===== src/rtl/ols_pkg.sv =====
// shared types, codes and defaults of the ordered list store
`default_nettype none

package ols_pkg;

    // default sizes
    localparam int CAPACITY_DEF  = 256;
    localparam int WORD_BITS_DEF = 32;

    // payload field widths
    localparam int ACT_W    = 2;
    localparam int POS_W    = 9;
    localparam int VALUE_W  = 32;
    localparam int STATUS_W = 3;
    localparam int FPOS_W   = 8;
    localparam int LEN_W    = 9;

    // action codes
    localparam logic [ACT_W-1:0] ACT_INSERT = 2'd0;
    localparam logic [ACT_W-1:0] ACT_DELETE = 2'd1;
    localparam logic [ACT_W-1:0] ACT_FIND   = 2'd2;

    // status codes
    localparam logic [STATUS_W-1:0] STAT_OK       = 3'd0;
    localparam logic [STATUS_W-1:0] STAT_FULL     = 3'd1;
    localparam logic [STATUS_W-1:0] STAT_EMPTY    = 3'd2;
    localparam logic [STATUS_W-1:0] STAT_BADPOS   = 3'd3;
    localparam logic [STATUS_W-1:0] STAT_NOTFOUND = 3'd4;

    // request transfer
    typedef struct packed {
        logic [ACT_W-1:0]   action;
        logic [POS_W-1:0]   position;
        logic [VALUE_W-1:0] value;
    } t_req;

    // result transfer
    typedef struct packed {
        logic [STATUS_W-1:0] status;
        logic [FPOS_W-1:0]   found_position;
        logic [LEN_W-1:0]    length;
    } t_rsp;

    // finished result handed from the sequencer to the output stage
    typedef struct packed {
        logic valid;
        t_rsp rsp;
    } t_done;

    // sequencer states
    typedef enum logic [2:0] {
        S_IDLE,
        S_CHECK,
        S_SH_RD,
        S_SH_WR,
        S_PUT,
        S_FD_RD,
        S_FD_CMP,
        S_DONE
    } t_state;

endpackage

`default_nettype wire


===== src/rtl/ols_ctrl.sv =====
// sequencer: checks a request, then walks the entry memory to shift or search
`default_nettype none

module ols_ctrl #(
    parameter int CAPACITY  = ols_pkg::CAPACITY_DEF,
    parameter int WORD_BITS = ols_pkg::WORD_BITS_DEF,
    localparam int CNT_W  = $clog2(CAPACITY + 1),
    localparam int ADDR_W = $clog2(CAPACITY)
) (
    input  wire logic                 i_clk,
    input  wire logic                 i_rst_n,
    input  wire logic                 i_in_valid,
    input  wire ols_pkg::t_req        i_in_data,
    output logic                      o_in_ready,
    input  wire logic                 i_slot_free,
    output ols_pkg::t_done            o_done,
    output logic                      o_we,
    output logic      [ADDR_W-1:0]    o_waddr,
    output logic      [WORD_BITS-1:0] o_wdata,
    output logic      [ADDR_W-1:0]    o_raddr,
    input  wire logic [WORD_BITS-1:0] i_rdata
);

    localparam int CMP_W = (CNT_W > ols_pkg::POS_W) ? CNT_W : ols_pkg::POS_W;

    ols_pkg::t_state                  r_state;
    ols_pkg::t_state                  n_state;
    logic [ols_pkg::ACT_W-1:0]        r_act;
    logic [ols_pkg::POS_W-1:0]        r_pos;
    logic [WORD_BITS-1:0]             r_word;
    logic [CNT_W-1:0]                 r_idx;
    logic [CNT_W-1:0]                 n_idx;
    logic [CNT_W-1:0]                 r_count;
    logic [CNT_W-1:0]                 n_count;
    logic [ols_pkg::STATUS_W-1:0]     r_status;
    logic [ols_pkg::STATUS_W-1:0]     n_status;
    logic [ols_pkg::FPOS_W-1:0]       r_where;
    logic [ols_pkg::FPOS_W-1:0]       n_where;

    logic             accept;
    logic             is_ins;
    logic [CMP_W-1:0] pos_c;
    logic [CMP_W-1:0] cnt_c;
    logic [CMP_W:0]   pos_p1;
    logic [CNT_W-1:0] pos_n;
    logic [CNT_W-1:0] idx_dn;
    logic [CNT_W-1:0] idx_up;
    logic [CNT_W-1:0] idx_up2;
    logic             is_full;
    logic             is_empty;
    logic             ins_bad;
    logic             del_bad;
    logic             ins_shift;
    logic             del_shift;
    logic             sh_more;
    logic             hit;

    // request transfer only while no request is in work
    assign accept     = i_in_valid && (r_state == ols_pkg::S_IDLE);
    assign o_in_ready = (r_state == ols_pkg::S_IDLE);

    // position and index arithmetic
    assign is_ins    = (r_act == ols_pkg::ACT_INSERT);
    assign pos_c     = CMP_W'(r_pos);
    assign cnt_c     = CMP_W'(r_count);
    assign pos_p1    = (CMP_W + 1)'(pos_c) + (CMP_W + 1)'(1);
    assign pos_n     = CNT_W'(r_pos);
    assign idx_dn    = r_idx - CNT_W'(1);
    assign idx_up    = r_idx + CNT_W'(1);
    assign idx_up2   = r_idx + CNT_W'(2);

    // request checks
    assign is_full   = (r_count == CNT_W'(CAPACITY));
    assign is_empty  = (r_count == '0);
    assign ins_bad   = (pos_c > cnt_c);
    assign del_bad   = (pos_c >= cnt_c);
    assign ins_shift = (cnt_c > pos_c);
    assign del_shift = (pos_p1 < (CMP_W + 1)'(cnt_c));

    // shift loop continues while entries remain to move
    assign sh_more = is_ins ? (CMP_W'(idx_dn) > pos_c) : (idx_up2 < r_count);
    assign hit     = (i_rdata == r_word);

    // next state
    always_comb begin
        n_state = r_state;
        case (r_state)
            ols_pkg::S_IDLE: begin
                if (accept) begin
                    n_state = ols_pkg::S_CHECK;
                end
            end
            ols_pkg::S_CHECK: begin
                case (r_act)
                    ols_pkg::ACT_INSERT: begin
                        if (is_full || ins_bad) begin
                            n_state = ols_pkg::S_DONE;
                        end else if (ins_shift) begin
                            n_state = ols_pkg::S_SH_RD;
                        end else begin
                            n_state = ols_pkg::S_PUT;
                        end
                    end
                    ols_pkg::ACT_DELETE: begin
                        if (is_empty || del_bad) begin
                            n_state = ols_pkg::S_DONE;
                        end else if (del_shift) begin
                            n_state = ols_pkg::S_SH_RD;
                        end else begin
                            n_state = ols_pkg::S_PUT;
                        end
                    end
                    ols_pkg::ACT_FIND: begin
                        if (is_empty) begin
                            n_state = ols_pkg::S_DONE;
                        end else begin
                            n_state = ols_pkg::S_FD_RD;
                        end
                    end
                    default: begin
                        n_state = ols_pkg::S_DONE;
                    end
                endcase
            end
            ols_pkg::S_SH_RD:  n_state = ols_pkg::S_SH_WR;
            ols_pkg::S_SH_WR: begin
                if (sh_more) begin
                    n_state = ols_pkg::S_SH_RD;
                end else begin
                    n_state = ols_pkg::S_PUT;
                end
            end
            ols_pkg::S_PUT:    n_state = ols_pkg::S_DONE;
            ols_pkg::S_FD_RD:  n_state = ols_pkg::S_FD_CMP;
            ols_pkg::S_FD_CMP: begin
                if (hit || !(idx_up < r_count)) begin
                    n_state = ols_pkg::S_DONE;
                end else begin
                    n_state = ols_pkg::S_FD_RD;
                end
            end
            ols_pkg::S_DONE: begin
                if (i_slot_free) begin
                    n_state = ols_pkg::S_IDLE;
                end
            end
            default: n_state = ols_pkg::S_IDLE;
        endcase
    end

    // datapath updates and memory accesses
    always_comb begin
        n_idx    = r_idx;
        n_count  = r_count;
        n_status = r_status;
        n_where  = r_where;
        o_we     = 1'b0;
        o_waddr  = r_idx[ADDR_W-1:0];
        o_wdata  = i_rdata;
        o_raddr  = r_idx[ADDR_W-1:0];
        case (r_state)
            ols_pkg::S_CHECK: begin
                n_where  = '0;
                n_status = ols_pkg::STAT_OK;
                case (r_act)
                    ols_pkg::ACT_INSERT: begin
                        if (is_full) begin
                            n_status = ols_pkg::STAT_FULL;
                        end else if (ins_bad) begin
                            n_status = ols_pkg::STAT_BADPOS;
                        end
                        n_idx = r_count;
                    end
                    ols_pkg::ACT_DELETE: begin
                        if (is_empty) begin
                            n_status = ols_pkg::STAT_EMPTY;
                        end else if (del_bad) begin
                            n_status = ols_pkg::STAT_BADPOS;
                        end
                        n_idx = pos_n;
                    end
                    ols_pkg::ACT_FIND: begin
                        if (is_empty) begin
                            n_status = ols_pkg::STAT_NOTFOUND;
                        end
                        n_idx = '0;
                    end
                    default: begin
                        n_idx = r_idx;
                    end
                endcase
            end
            // fetch the neighbor that moves into the current slot
            ols_pkg::S_SH_RD: begin
                o_raddr = is_ins ? idx_dn[ADDR_W-1:0] : idx_up[ADDR_W-1:0];
            end
            // write it back one place over
            ols_pkg::S_SH_WR: begin
                o_we  = 1'b1;
                n_idx = is_ins ? idx_dn : idx_up;
            end
            // place the new word or drop the last slot
            ols_pkg::S_PUT: begin
                if (is_ins) begin
                    o_we    = 1'b1;
                    o_waddr = pos_n[ADDR_W-1:0];
                    o_wdata = r_word;
                    n_count = r_count + CNT_W'(1);
                end else begin
                    n_count = r_count - CNT_W'(1);
                end
            end
            ols_pkg::S_FD_RD: begin
                o_raddr = r_idx[ADDR_W-1:0];
            end
            ols_pkg::S_FD_CMP: begin
                if (hit) begin
                    n_where = ols_pkg::FPOS_W'(r_idx);
                end else if (!(idx_up < r_count)) begin
                    n_status = ols_pkg::STAT_NOTFOUND;
                end else begin
                    n_idx = idx_up;
                end
            end
            default: begin
                n_idx = r_idx;
            end
        endcase
    end

    // finished result
    always_comb begin
        o_done.valid              = (r_state == ols_pkg::S_DONE);
        o_done.rsp.status         = r_status;
        o_done.rsp.found_position = r_where;
        o_done.rsp.length         = ols_pkg::LEN_W'(r_count);
    end

    // control state
    always_ff @(posedge i_clk) begin
        if (!i_rst_n) begin
            r_state <= ols_pkg::S_IDLE;
            r_count <= '0;
        end else begin
            r_state <= n_state;
            r_count <= n_count;
        end
    end

    // request capture and working registers
    always_ff @(posedge i_clk) begin
        if (accept) begin
            r_act  <= i_in_data.action;
            r_pos  <= i_in_data.position;
            r_word <= WORD_BITS'(i_in_data.value);
        end
        r_idx    <= n_idx;
        r_status <= n_status;
        r_where  <= n_where;
    end

endmodule

`default_nettype wire


===== config.mk =====
export PLATFORM = sky130hd
export DESIGN_NAME = ols_ctrl
export DESIGN_NICKNAME = d
export VERILOG_FILES = /design/src/rtl/ols_pkg.sv /design/src/rtl/ols_ctrl.sv
export SDC_FILE = /design/constraint.sdc
export NUM_CORES = 1
export LEC_CHECK = 0
export BUFFER_PORTS_ARGS = -buffer_cell sky130_fd_sc_hd__buf_2
export CAP_MARGIN = 20
export CORE_ASPECT_RATIO = 0.5
export CORE_UTILIZATION = 54
export CTS_CLUSTER_SIZE = 20
export DETAILED_ROUTE_END_ITERATION = 12
export PLACE_DENSITY = 0.81
export SETUP_SLACK_MARGIN = 0.2
export SYNTH_ARGS = -nofsm -noshare
export SYNTH_HDL_FRONTEND = slang
export SYNTH_SLANG_ARGS = --single-unit

===== constraint.sdc =====
create_clock -name i_clk -period 4 [get_ports i_clk]
set_clock_uncertainty 0.1 [all_clocks]
set_input_delay 0.2 -clock i_clk [delete_from_list [all_inputs] [get_ports i_clk]]
set_output_delay 0.2 -clock i_clk [all_outputs]
set_load 0.1 [all_outputs]

After elaboration in Yosys (flattened, before gate mapping)
Cells that the tools add are included.

Add/sub/neg operators: 6. Multiply operators: 0. Div/mod/pow operators: 0. Order comparisons: 7. Equality and inequality tests: 18. Shifts and indexed selects: 0. Mux-type cells: 37. Bitwise logic cells: 0. Reduce and logical (&&, ||, !) cells: 14.

Operators by type and width (count): 2-to-1 mux 32 bit (2); one-hot mux 9 bit (3 select lines) (2); 2-to-1 mux 8 bit (5); 2-to-1 mux 9 bit (4); equality test 32 bit (1); 2-to-1 mux 3 bit (10); > comparator 9 bit (3); one-hot mux 3 bit (8 select lines) (1); adder 9 x 1 -> 9 bit (second input constant) (2); < comparator 9 bit (2); one-hot mux 3 bit (3 select lines) (2); subtractor 9 x 1 -> 9 bit (second input constant) (2); one-hot mux 8 bit (2 select lines) (1); equality test 3 bit (second input constant) (4); 2-to-1 mux 2 bit (6); adder 9 x 1 -> 10 bit (second input constant) (1); < comparator 10 x 9 -> 1 bit (1); inequality test 2 bit (second input constant) (5); adder 9 x 2 -> 9 bit (second input constant) (1); equality test 9 bit (second input constant) (1); >= comparator 9 bit (1); zero test 9 bit (1); equality test 3 x 2 -> 1 bit (second input constant) (2); one-hot mux 3 bit (2 select lines) (1); 17 further kinds (21).

Flip-flop bits (word level): 75. Latch bits: 0. Bits in writable memories: 0. ROM bits: 0. Bits of input ports: 79. Output and inout bits: 71. Word-level logic and storage cells: 90. Memories kept: 0.

Logic depth before layout (Yosys ltp)
Gate-level depths: netlist of the first run.

Depth after elaboration: 6. Depth in mapped cells: 14. Gate-level depth less buffers: 13.

Least setup slack after synthesis of the first run
Ideal clock, no wire load.

Path kind: reg2reg. From: reg r_state[1]. To: reg r_pos, in the netlist pos_c[0], enable pin. Setup time: 0.404 ns. Data arrival time: 3.866 ns. Data required time: 3.496 ns. Path slack: -0.370 ns. Stages on the path, launching flop included: 4. Path buffers: 1. Period minus slack after synthesis: 4.370 ns. Path through: dfxtp_1 -> clkbuf_1 -> nor3_1 -> and2_1.

Longest elaborated chain between the ends: 2.

RTL lines: start, declared (RTL line ols_ctrl.sv:26) `ols_pkg::t_state r_state;`; start signal, assigned (RTL line ols_ctrl.sv:242) `r_state <= ols_pkg::S_IDLE;`; start signal, assigned (RTL line ols_ctrl.sv:245) `r_state <= n_state;`; zero test 3 bit; via o_in_ready (RTL line ols_ctrl.sv:14) `output logic o_in_ready,`; logical AND 1 bit (RTL line ols_ctrl.sv:59) `assign accept = i_in_valid && (r_state == ols_pkg::S_IDLE);`; via accept (RTL line ols_ctrl.sv:40) `logic accept;`; end signal, assigned (RTL line ols_ctrl.sv:254) `r_pos <= i_in_data.position;`; end, declared (RTL line ols_ctrl.sv:29) `logic [ols_pkg::POS_W-1:0] r_pos;`.

The timed path passes the listed nets, and every way through them passes these cells. A chain may end at the register's enable or synchronous reset.

Worst setup path in the final report of the first run
From: reg r_idx[2]. To: out o_raddr[7].

Longest elaborated chain between the ends: 3. Elaborated cells between the ends (all ways): 4. Those cells by class: add/sub (2); mux (2).

RTL lines: start, declared (RTL line ols_ctrl.sv:31) `logic [CNT_W-1:0] r_idx;`; start signal, assigned (RTL line ols_ctrl.sv:257) `r_idx <= n_idx;`; adder 9 x 1 -> 9 bit or subtractor 9 x 1 -> 9 bit (tied branches) (RTL line ols_ctrl.sv:69, ols_ctrl.sv:68); 2-to-1 mux 8 bit (*) (RTL line ols_ctrl.sv:195) `o_raddr = is_ins ? idx_dn[ADDR_W-1:0] : idx_up[ADDR_W-1:0];`; 2-to-1 mux 8 bit (*) (RTL line ols_ctrl.sv:161) `case (r_state)`; end, declared (RTL line ols_ctrl.sv:20) `output logic [ADDR_W-1:0] o_raddr,`.

Mark *: on every way between the ends. The rest lies on a longest branch, timed or not.

==> metrics.txt, run 1 <==
launching element type of the critical path=register; met2 wire length=8030 um; Internal Pwr Total=2.57 mW; global-route congestion overflow total=0; initial antenna violation count=0; worst path arrival time=2.97 ns; highest clock rate=0.306 GHz; leak pwr=3.30 nW; Tot Pwr=5.78 mW; Synth Warn #=0; pin count of the biggest net entering global routing=44; most used standard cell by instance count after synthesis=nand2_1; clock root buffer master=clkbuf_16; Cell Chain, Critical Path=inv_1, ha_1, a21boi_1, nand2_1, or3_1, xnor2_1, a21oi_1, o21ai_1, buf_2; fraction of final layout cells sized beyond drive strength 1=21.4%; part of the power in registers=24.2%; worst ir drop on vdd=0.401 mV; Crit-path slowest cell=edfxtp_1; Placed Cells incl. Taps=916; number of routed nets with antenna violations=0; Synth top cells by count=nand2_1 (146), edfxtp_1 (63), ha_1 (60); Crit path required time=3.70 ns; total die area=11100 um^2; Die X=148 um; post-route setup TNS=0 ns; number of cells upsized or downsized after cts=0; count of H-tree levels built during CTS=3; sequential element share of the synthesized area=37.0%; number of hold-slack violations in the final timing report=0; share of the core filled with cells in the final layout=71.6%; WL per Instance=18.0 um; setup repair after global routing missed its margin=no; post-synthesis simple-gate area fraction=20.1%; number of design-rule violations left by the first detailed-router iteration=486; class of the most critical hold timing path=in2reg; Post-Syn Nets=790; Max-slew headroom=29.3%; nature of the critical path endpoint=output pin; largest family of logic cells by synthesized area=simple AND/OR/NAND/NOR gates; critical path peak fanout=7; die boundary height=75.1 um; compound-cell area share of the yosys netlist=14.6%; net count reported at finish=970; switching share of power=55.5%; clock latency of the later-clocked register in the worst-skew pair=0.34 ns; sum of met3 wire segment lengths after detailed routing=1570 um; Least-Margin Pin Slew=1.06 ns; xor and xnor area share after synthesis=10.5%; top-level port count=150; starting utilization of the core area=56.1%; relative area change from synthesis to final layout=27.6%; number of setup buffers added after CTS=0; top layer used by detailed routing=met4; overall routed net length=17500 um; syn_area_per_cell=8.87 um^2; CTS tree=built; global-route wire length before repair=26800 um; vias=5598; clk slew on worst S/H paths=0.06 ns; number of global-route vias before repair=5213; commonest register cell after synthesis=edfxtp_1; count of placed standard cells in the final layout, fillers left out=975; EDFF count, synth=63; Final min period=3.27 ns; Yosys top cell by area=edfxtp_1; routed vias/inst=5.74; Cell variety after synth=55; total inserted antenna cells=0; area share of the leading cell type in the synthesized netlist=32.8%; GR Util All Layers=32.0%; path type of the worst setup path=reg2out; TritonCTS sink count=75; HPWL after DPL=12200 um; instance count of the mapped netlist=650; fraction of the mapped netlist area in adder cells=13.4%; Core ar.=10300 um^2; fraction of power consumed by the clock network=14.3%; Power per Cell Area=786 nW/um^2; max-cap violations=0; weighted congestion at the end of routability-driven global placement=1.03; maximum buffer depth of the clock tree=2; number of rows in the core area=26; post-route met1 wirelength=7550 um; fraction of power consumed by combinational cells=61.5%; switching power summed over all nets=3.21 mW; number of buffers inserted by port buffering=149; delay of the slowest critical-path stage=0.50 ns; reg-to-reg setup timing slack=0.74 ns; share of flip-flops with an asynchronous set or reset after synthesis=0%; combined area of all synthesized cells=5770 um^2; top cells by area, synth=edfxtp_1 (33%), ha_1 (13%), nand2_1 (9.5%), xor2_1 (6.7%), dfxtp_1 (4.2%); DRC violations left=0; number of pins with negative max-slew slack in the final report=0; number of buffers created by CTS=9; portion of the clock cycle consumed by the worst path in the final layout=81.8%; Setup Viol. Count Final=0; result of the run=finished, final reports clean; first-pass iteration count of the detailed router=5; synthesis-stage register bit count=75; proportion of synthesized area in mux cells=0.542%
[critical path: cells and delay by family (launching register included)]
| kind | cells | cell delay (ns) |
|---|---|---|
| simple gates | 2 | 0.49 |
| xor+xnor | 1 | 0.31 |
| buf+inv | 2 | 0.66 |
| flops | 1 | 0.50 |
| fa+ha+maj | 1 | 0.17 |
| compound gates | 3 | 0.51 |
[power by group through the flow]
| stage | clock network [mW] | registers, mW | logic, mW |
|---|---|---|---|
| final | 0.828 | 1.40 | 3.56 |
| after global routing | 0.859 | 1.43 | 3.80 |
| after CTS | 0.838 | 1.39 | 3.50 |
| after detailed placement | 0 | 1.40 | 3.45 |
| after global placement | 0 | 1.39 | 3.40 |
| after floorplan | 0 | 1.70 | 2.45 |
[per-layer routing]
layer  vias to the layer above  GRT usage, %
met5                         -             0
met4                         0          12.3
met3                        36          7.15
met2                       322          53.9
met1                      2554          40.9
li1                       2686             -
[through the flow]
stage	worst slack [ns]	hold WS, ns	cell area, um^2
after floorplan	0.0686	0.199	5770
final	0.727	0.0623	7360
after global routing	0.509	0.0717	7360
after global placement	0.902	0.276	6630
after CTS	0.742	0.0554	7360
after detailed placement	0.795	0.278	6630
[placed cells by master (no fill, tap or decap), types with 6 or more instances in the layout]
| cell | instances |
|---|---|
| clkbuf_16 | 9 |
| nand3_1 | 25 |
| a21o_1 | 6 |
| nor3_1 | 7 |
| nor2_1 | 25 |
| edfxtp_1 | 63 |
| xor2_1 | 44 |
| and2_1 | 8 |
| o221ai_1 | 7 |
| o21ai_0 | 25 |
| nand4_1 | 6 |
| ha_1 | 60 |
| xnor2_1 | 25 |
| nor4_1 | 9 |
| a31oi_1 | 6 |
| a21oi_1 | 24 |
| dlygate4sd3_1 | 43 |
| o21a_1 | 12 |
| dfxtp_1 | 12 |
| o21ai_1 | 7 |
| inv_1 | 33 |
| nand2_1 | 146 |
| buf_2 | 149 |
| and3_1 | 8 |
[area by class of cell]
class | instances | area [um^2]
Inverter | 33 | 124
Timing Repair Buffer | 197 | 1210
Clock inverter | 6 | 72.6
Tap cell | 140 | 175
Sequential cell | 75 | 2130
Clock buffer | 10 | 229
Multi-Input combinational cell | 514 | 3410
Fill cell | 788 | 2920
[repair_timing]
item / in CTS / in global routing
setup endpoints to repair: 0 / 0
hold buffers: 43 / 0
hold endpoints to repair: 43 / 0
[cells by family (layout without fill, tap and decap cells)]
logic type,Yosys count,count (layout)
AO/OA/AOI/OAI,125,125
XOR/XNOR,69,69
adder cells (fa/ha/maj),61,61
buffers and inverters,61,246
flip-flops,75,75
multiplexers,3,3
AND/OR/NAND/NOR,256,256
[state kept, by name, summed over array words and instances, names as in the netlist]
register and count:
r_act 2, pos_c 9, cnt_c 9, r_idx 9, r_state 3, r_where 8
r_status 3, r_word 32
[path summary, 6_finish.rpt]
| path | start | endpoint | cells after the start |
|---|---|---|---|
| worst max-delay path | r_idx[2] | o_raddr[7] | 9 |
| worst min-delay path | i_rst_n | cnt_c[5] | 3 |
| worst max register to register | r_idx[0] | r_state[2] | 11 |
| worst min register to register | cnt_c[3] | cnt_c[3] | 2 |
Power figures use the tool's default switching activity.
==> run 2, diff against run 1 <==
- clock period: 4 -> 3.2 ns (I/O delays scaled with it)
==> metrics.txt, run 2 (synthesized netlist as in run 1, its figures left out) <==
result of the run=finished, final reports clean; number of hold-slack violations in the final timing report=0; clock root buffer master=clkbuf_16; Core ar.=10300 um^2; CTS tree=built; nature of the critical path endpoint=register; setup repair after global routing missed its margin=yes; TritonCTS sink count=75; CP Launch Point=pos_c[3]; post-route setup TNS=0 ns; FF/Latch Area=2130 um^2; WL per Instance=21.2 um; clk slew on worst S/H paths=0.06 ns; relative area change from synthesis to final layout=43.7%; leak pwr=3.68 nW; initial antenna violation count=0; Largest Register=r_word; number of pins with negative max-slew slack in the final report=0; commonest cells after routing, fill and taps aside=nand2_1 (145), buf_2 (114), edfxtp_1 (63); area of the multi-input gates=3590 um^2; Filler Cell Count=617; count of H-tree levels built during CTS=3; count of placed standard cells in the final layout, fillers left out=1007; Setup Viol. Count Final=0; vias=6181; class of the most critical hold timing path=in2reg; global-route congestion overflow total=0; total die area=11100 um^2; first-pass iteration count of the detailed router=5; HPWL after DPL=13500 um; worst path arrival time=3.04 ns; launch point of the worst hold path=i_rst_n; portion of the clock cycle consumed by the worst path in the final layout=90.8%; max-cap violations=0; summed area of non-filler cells in the final layout=8290 um^2; Power per Cell Area=955 nW/um^2; pin count of the biggest net entering global routing=44; Least-Margin Pin Slew=0.709 ns; Reg-to-Reg Start=pos_c[3]; fraction of final layout cells sized beyond drive strength 1=27.6%; number of design-rule violations left by the first detailed-router iteration=702; highest clock rate=0.344 GHz; number of buffers created by CTS=9; weighted congestion at the end of routability-driven global placement=0.932; critical path peak fanout=5; Die X=148 um; routed vias/inst=6.14; die boundary height=75.1 um; net count reported at finish=1002; DRC violations left=0; global-route wire length before repair=31800 um; most common cell after layout, fill and taps aside=nand2_1; worst ir drop on vdd=0.569 mV; Max-slew headroom=51.5%; number of buffers inserted by port buffering=149; global-route track usage on met3=8.91%; share of the core filled with cells in the final layout=80.6%; global routing usage on met2=66.6%; max reg flops=32; Crit path required time=3.33 ns; number of global-route vias before repair=5855; GR Util All Layers=38.5%; path type of the worst setup path=reg2reg; met1 Usage GRT=47.4%; number of routed nets with antenna violations=0; total placed instance area=7350 um^2; clock latency of the later-clocked register in the worst-skew pair=0.35 ns; Final min period=2.91 ns; top-level port count=150; maximum buffer depth of the clock tree=2; busiest grt layer=met2; launching element type of the critical path=register; Placed Cells incl. Taps=933; total inserted antenna cells=0; starting utilization of the core area=56.1%; number of rows in the core area=26; overall routed net length=21400 um
-- run 2: cell types whose count changed in the layout (fill, tap and decap cells not counted), sizes merged --
| cell | before | now |
|---|---|---|
| buf | 154 | 185 |
| clkinv | 2 | 4 |
| and3 | 9 | 10 |
| bufinv | 1 | 0 |
| clkinvlp | 1 | 0 |
-- run 2: worst max-delay path: stages (launching register included) --
cell and delay (ns):
edfxtp_1 0.45, and3_1 0.26, nand2_1 0.09, nor2_1 0.16
xnor2_1 0.15, ha_1 0.27, a211o_1 0.29, a211oi_1 0.23
a21oi_1 0.13, nor3_1 0.20, o221ai_1 0.14, o311a_1 0.34
-- run 2: what timing repair did --
item | 4_1_cts | 5_1_grt
pin swaps | 5 | 14
resized for setup | 6 | 21
buffers inserted | 4 | 10
hold endpoints to repair | 43 | 0
hold buffers | 43 | 0
cloned | 1 | 0
setup endpoints to repair | 12 | 18
-- run 2: stage by stage --
| step | setup slack [ns] | power [mW] | hold WS [ns] |
|---|---|---|---|
| 2_1_floorplan | 0.0567 | 5.23 | 0.159 |
| 3_3_place_gp | 0.154 | 6.45 | 0.236 |
| 3_5_place_dp | 0.0801 | 6.53 | 0.238 |
| 4_1_cts | 0.216 | 7.61 | 0.0143 |
| 5_1_grt | 0.146 | 8.27 | 0.0404 |
| 6_report | 0.295 | 7.92 | 0.0203 |
-- run 2: area by class of cell --
| type | instances | share of cell area, % |
|---|---|---|
| Multi-Input combinational cell | 515 | 43.3 |
| Sequential cell | 75 | 25.7 |
| Timing Repair Buffer | 228 | 24.0 |
| Clock buffer | 10 | 2.76 |
| Tap cell | 140 | 2.11 |
| Inverter | 33 | 1.49 |
| Clock inverter | 6 | 0.589 |
-- run 2: power breakdown --
part / leakage, nW / switching, mW / total (mW) / internal [mW]
Combinational: 2.85 / 3.56 / 5.21 / 1.65
Sequential: 0.693 / 0.312 / 1.72 / 1.41
Clock: 0.137 / 0.448 / 0.982 / 0.534
Total: 3.68 / 4.32 / 7.92 / 3.59
-- run 2: per-layer routing --
metal / wire (um) / part of all wire, % / vias to the layer above
li1: - / - / 2738
met1: 8020 / 37 / 2885
met2: 10200 / 48 / 470
met3: 2280 / 11 / 88
met4: 899 / 4.2 / 0
met5: 0 / 0 / -
-- run 2: path summary, 6_finish.rpt --
check | slack (ns) | cells after the start | end
min reg2reg | 0.45 | 2 | cnt_c[5]
min | 0.02 | 3 | cnt_c[5]
max reg2reg | 0.29 | 11 | r_state[2]
max | 0.29 | 11 | r_state[2]
